===== src/stk_pkg.sv =====
// ----------------------------------------------------------------------------
// stk_pkg
// Shared widths, beat types and cell control for the streaming top-k selector.
// ----------------------------------------------------------------------------
`default_nettype none

package stk_pkg;

  // Sizes of the kept list and of one set
  localparam int MAX_K  = 64;
  localparam int MAX_N  = 4096;

  // Field and counter widths
  localparam int SCORE_W = 32;
  localparam int POS_W   = 12;
  localparam int CNT_W   = 13;   // arrival counter, holds MAX_N itself
  localparam int SEL_W   = 7;
  localparam int FILL_W  = 7;    // fill count, holds MAX_K itself

  // Controller states
  localparam logic ST_IDLE  = 1'b0;
  localparam logic ST_DRAIN = 1'b1;

  // Input beat: one score
  typedef struct packed {
    logic signed [SCORE_W-1:0] score;
    logic                      end_of_set;
  } in_beat_t;

  // Output beat: one selected position
  typedef struct packed {
    logic [POS_W-1:0] position;
    logic             final_pick;
  } out_beat_t;

  // Control broadcast to every cell of the chain
  typedef struct packed {
    logic insert;       // place the new score in its sorted slot
    logic drain_shift;  // move every entry one cell toward the head
  } cell_ctrl_t;

endpackage

`default_nettype wire


===== src/stk_cell.sv =====
// ----------------------------------------------------------------------------
// stk_cell
// One slot of the sorted insertion chain: score, position and the compare.
// ----------------------------------------------------------------------------
`default_nettype none

module stk_cell (
  input  wire                                  clk,
  input  wire stk_pkg::cell_ctrl_t             ctrl,
  input  wire                                  valid,
  input  wire logic signed [stk_pkg::SCORE_W-1:0] new_score,
  input  wire logic        [stk_pkg::POS_W-1:0]   new_pos,
  input  wire                                  prev_take,
  input  wire logic signed [stk_pkg::SCORE_W-1:0] prev_score,
  input  wire logic        [stk_pkg::POS_W-1:0]   prev_pos,
  input  wire logic signed [stk_pkg::SCORE_W-1:0] next_score,
  input  wire logic        [stk_pkg::POS_W-1:0]   next_pos,
  output logic                                 take,
  output logic signed [stk_pkg::SCORE_W-1:0]   score,
  output logic        [stk_pkg::POS_W-1:0]     pos
);

  // Claim the new score when this slot is empty or ranks strictly below it
  assign take = !valid || (score < new_score);

  // Drain toward the head, shift behind the insertion point, or load the new entry
  always_ff @(posedge clk) begin
    if (ctrl.drain_shift) begin
      score <= next_score;
      pos   <= next_pos;
    end else if (ctrl.insert) begin
      if (prev_take) begin
        score <= prev_score;
        pos   <= prev_pos;
      end else if (take) begin
        score <= new_score;
        pos   <= new_pos;
      end
    end
  end

endmodule

`default_nettype wire


===== config.mk =====
export PLATFORM = sky130hd
export DESIGN_NAME = stk_cell
export DESIGN_NICKNAME = d
export VERILOG_FILES = /design/src/stk_pkg.sv /design/src/stk_cell.sv
export SDC_FILE = /design/constraint.sdc
export NUM_CORES = 1
export LEC_CHECK = 0
export BUFFER_PORTS_ARGS = -buffer_cell sky130_fd_sc_hd__buf_2
export CELL_PAD_IN_SITES_DETAIL_PLACEMENT = 0
export CELL_PAD_IN_SITES_GLOBAL_PLACEMENT = 2
export CORE_MARGIN = 2
export CORE_UTILIZATION = 27
export CTS_BUF_LIST = sky130_fd_sc_hd__clkbuf_8
export DETAILED_ROUTE_END_ITERATION = 7
export PLACE_DENSITY = 0.95
export SETUP_SLACK_MARGIN = 0.3
export SLEW_MARGIN = 0
export SYNTH_ARGS = -nofsm -noshare
export SYNTH_HDL_FRONTEND = slang
export SYNTH_SLANG_ARGS = --single-unit

===== constraint.sdc =====
create_clock -name clk -period 8.7 [get_ports clk]
set_input_delay 0.435 -clock clk [delete_from_list [all_inputs] [get_ports clk]]
set_output_delay 0.435 -clock clk [all_outputs]
set_load 0.02 [all_outputs]

==> Word-level counts from Yosys, hierarchy flattened <==
Index checks and enable logic that the tools add are counted.
{ "totals": {"word_cells": 16, "out_inout_bits": 45, "regBits": 44} }
{ "op_classes": {"magnitude_cmp": 1, "n_reduce_logical": 5, "muxes": 8} }
{ "op_table": {"columns": ["op", "count"], "rows": [
  ["$mux W32", 4],
  ["$mux W12", 4],
  ["$lt A32 B32 Y1", 1],
  ["$reduce_bool A3 Y1", 1],
  ["$reduce_and A2 Y1", 1],
  ["$reduce_bool A2 Y1", 1],
  ["$logic_not A1 Y1", 1],
  ["$logic_or A1 B1 Y1", 1]
]} }

==> Depth between registers and ports, before layout <==
{ "logic_depth": {"depth_word": 6, "mapped_depth": 9, "ltp_nobuf": 9} }

==> Worst setup path after synthesis <==
OpenSTA, ideal clock, no wires.
{ "synth_timing": {"path_kind": "reg2reg", "startpoint": "register score[30] in the netlist's numbering", "endpoint": "register pos[0] in the netlist's numbering, enable pin", "t_arrival_ps": 4275, "path_buffers": 0, "setup_ps": 472, "setup_slack_ps": 3953, "stages_incl_launch_ff": 9, "synth_period_minus_slack_ps": 4747, "required_time_ps": 8228, "path_cell_list": "edfxtp_1 ha_1 a21oi_2 nand2_1 a221o_1 a311oi_1 o31a_1 xor2_1 a31oi_1"} }
{ "synth_via": {"elab_chain_cells": 4} }
{ "synth_lines": {"columns": ["item", "line_no", "rtl"], "rows": [
  ["start, declared", "stk_cell.sv:19", "output logic signed [stk_pkg::SCORE_W-1:0] score,"],
  ["start signal, assigned", "stk_cell.sv:29", "score <= next_score;"],
  ["start signal, assigned", "stk_cell.sv:33", "score <= prev_score;"],
  ["start signal, assigned", "stk_cell.sv:36", "score <= new_score;"],
  ["$lt A32 B32 Y1", "stk_cell.sv:24", "assign take = !valid || (score < new_score);"],
  ["$logic_or A1 B1 Y1", "stk_cell.sv:24", null],
  ["$reduce_bool A3 Y1 (no line)", null, null],
  ["$reduce_and A2 Y1 (no line)", null, null],
  ["end signal, assigned", "stk_cell.sv:30", "pos <= next_pos;"],
  ["end signal, assigned", "stk_cell.sv:34", "pos <= prev_pos;"],
  ["end signal, assigned", "stk_cell.sv:37", "pos <= new_pos;"],
  ["end, declared", "stk_cell.sv:20", "output logic [stk_pkg::POS_W-1:0] pos"]
]} }
Every way passes these cells.
A chain may end at the register's enable or synchronous reset.

==> Worst setup path in the final report <==
{ "layout_timing": {"startpoint": "register score[2] in the netlist's numbering", "endpoint": "output port take"} }
{ "layout_via": {"elab_chain_cells": 2} }
{ "layout_lines": {"columns": ["item", "line_no", "rtl"], "rows": [
  ["$lt A32 B32 Y1", "stk_cell.sv:24", null],
  ["$logic_or A1 B1 Y1", "stk_cell.sv:24", null],
  ["end, declared", "stk_cell.sv:18", "output logic take,"]
]} }
Every way passes these cells.

==> impl_metrics.tcl <==
set metrics [dict create \
    yosysMostFrequentCell "nand2_1" \
    synth_common_cells "nand2_1, o21ai_0, edfxtp_1, mux2i_1" \
    post-route-drc-count 0 \
    rsz0062_at_grt "no" \
    r2r_cells 9 \
    criticalPathCategory "flip-flop to output port" \
    startpoint_type "flip-flop" \
    synth_top_area_cell "edfxtp_1" \
    grt.total_usage_pct 12.64 \
    crit_slowest_cell "edfxtp_1" \
    placed_area_um2 4058 \
    clk_pin_slew_ns 0.09 \
    cts_setup_buffers 0 \
    cts_resized 0 \
    layout.nets 648 \
    design_area_um2 4169 \
    wl_um 7913 \
    hpwl_um 6399 \
    hold_path_depth 3 \
    cts_buffers 5 \
    finalHoldViolCount 0 \
    syn_avg_cell_area_um2 9.870 \
    wl_per_cell_um 12.74 \
    die_x_um 109.4 \
    cts_tree "built" \
    diodes 0 \
    multi_input_area_um2 1516 \
    antenna_found_initial 0 \
    pre_cts_ws_ns 5.434 \
    clockBufferDepth 2 \
    layout-drive-gt1-share_pct 40.33 \
    dieArea_um2 11970 \
    crit_fanout 2 \
    syn_nets 472 \
    rrSetupSlack_ns 5.72 \
    grt_max_degree 91 \
    die_y_um 109.4 \
    outcome "complete, no violations" \
    dp.cells 613 \
    p_per_area_nw_per_um2 148.7 \
    yosys_warnings 0 \
    htreeDepth 2 \
    ys_types 24 \
    root_buffer "clkbuf_8" \
    synth-seq-cells 44 \
    io_pins 182 \
    overflow 0 \
    timing.critical_path.required_ns 8.27 \
    insertion_delay_ns 0.29 \
    cp_cell_sequence "ha_1 -> a211o_1 -> a31oi_1 -> o221ai_1 -> a211oi_1 -> o31a_1 -> xor2_1 -> nand2_1 -> buf_2" \
    finClkSkew_ns 0.007562 \
    cts_hold_buf 0 \
    synth-edff-count 44 \
    p_leak_uw 0.002162 \
    async_reset_ff_share_pct 0 \
    ys_seq_area_share_pct 44.04 \
    synthToLayoutAreaGrowth_pct 38.95 \
    drtPass1Iterations 4 \
    final_util_pct 38.46 \
    num_vias 2767 \
    hold_end "score[5]" \
    maxSlewHeadroom_pct 47.57 \
    slowest_delay_ns 0.41 \
    port_buffers 181 \
    grt_pass1_vias 2666 \
    synth_ff_type "edfxtp_1" \
    drt-initial-drc-count 68 \
    gp_congestion 0.7078 \
    fmax_ghz 0.3201 \
    setup_tns_ns 0 \
    synth_area_um2 3000 \
    r2r_end "score[12]" \
    row_count 38 \
    synth_area_leaders "edfxtp_1, mux2i_1, ha_1, o21ai_0, nand2_1" \
    cts.sinks 44 \
    min_period_over_period_pct 35.90 \
    ant_nets 0 \
    synth_top_area_share_pct 44.04 \
    fillCellCount 1132 \
    finalCriticalPeriod_ns 3.124 \
    maxCapViolations 0 \
    hold_path.class "input pin to flip-flop" \
    peakVddDrop_mv 0.07064 \
    regArea_um2 1321 \
    core_region_area_um2 10840 \
    end_kind "output port" \
    slew_violations 0 \
    via_per_inst 4.456 \
    grt_pass1_wl_um 11960 \
    synth_cells 304 \
    stdcell_count 621 \
    r2r-start "score[2]" \
    setup-violations-final 0 \
    final.setup.worst_slack_ns 5.576 \
    initial_utilization_pct 27.68 \
    hp-start "next_score[5]" \
    critPathArrivalTime_ns 2.69 \
    worstMarginPinSlew_ns 0.7865 \
]
[critical path, delay by kind of cell (launching register included)]
kind            cells  cell delay [ns]
flops               1             0.41
fa+ha+maj           1             0.31
compound gates      5             1.13
xor+xnor            1             0.28
buf+inv             1             0.17
simple gates        1             0.11
[state kept, by name, indices dropped and copies added, names as in the netlist]
name / cells
score: 32
pos: 12
[worst max path at each step]
stage	startpoint	end	slack [ns]	depth (start not counted)
6_report	score[2]	take	5.58	9
3_3_place_gp	new_score[2]	score[2]	5.49	11
4_1_cts	score[2]	take	5.47	9
2_1_floorplan	score[30]	pos[0]	3.95	8
3_5_place_dp	new_score[2]	score[4]	5.43	11
5_1_grt	score[2]	take	5.35	9
[cell usage in the layout (no fill, tap or decap), drive strengths merged]
cell / n
edfxtp: 44
clkinv: 1
nand4: 5
a211o: 1
o21ai: 48
nand3: 3
o221ai: 1
clkbuf: 5
a311oi: 1
xor2: 1
ha: 31
bufinv: 1
clkinvlp: 1
a221o: 1
and4: 1
nand2: 52
buf: 184
a211oi: 1
a21o: 2
mux2i: 44
inv: 31
nor2: 5
nand2b: 1
a31oi: 2
a21oi: 13
o31a: 1
[area by class of cell]
class                           instances  share of cell area, %
Timing Repair Buffer                  184                  22.27
Inverter                               31                  2.791
Tap cell                              140                  4.202
Sequential cell                        44                  31.69
Multi-Input combinational cell        214                  36.37
Clock buffer                            5                  1.651
Clock inverter                          3                  1.020
[per-layer routing]
metal	global-route usage, %	share of wire (%)
met1	14.10	41
met2	23.19	50
met3	3.972	8.3
met4	3.165	0.91
met5	0	0
[per-stage QoR]
stage          hold WS [ns]  power [uW]
2_1_floorplan        0.6221       390.9
3_3_place_gp         0.7183       467.1
3_5_place_dp         0.7172       471.3
4_1_cts              0.3956       633.4
5_1_grt              0.4099       659.6
6_report             0.4089       620.1
[report_power, final]
group	switching [uW]	internal (uW)	leakage [uW]
combinational	108	77.8	0.00165
clock	72.9	85.0	0.0000541
sequential	11.1	265	0.000453
[cell families (layout without fill, tap and decap cells)]
group	after synthesis	in the layout	synth area share (%)
xor gates and xnor gates	1	1	0.2920
and+or+nand+nor	67	67	9.175
adders and majority gates	31	31	12.93
DFF	44	44	44.04
buffers and inverters	46	223	5.922
muxes	44	44	14.68
AOI/OAI and AO/OA	71	71	12.97
No activity file was read; power rests on OpenSTA's default activity.
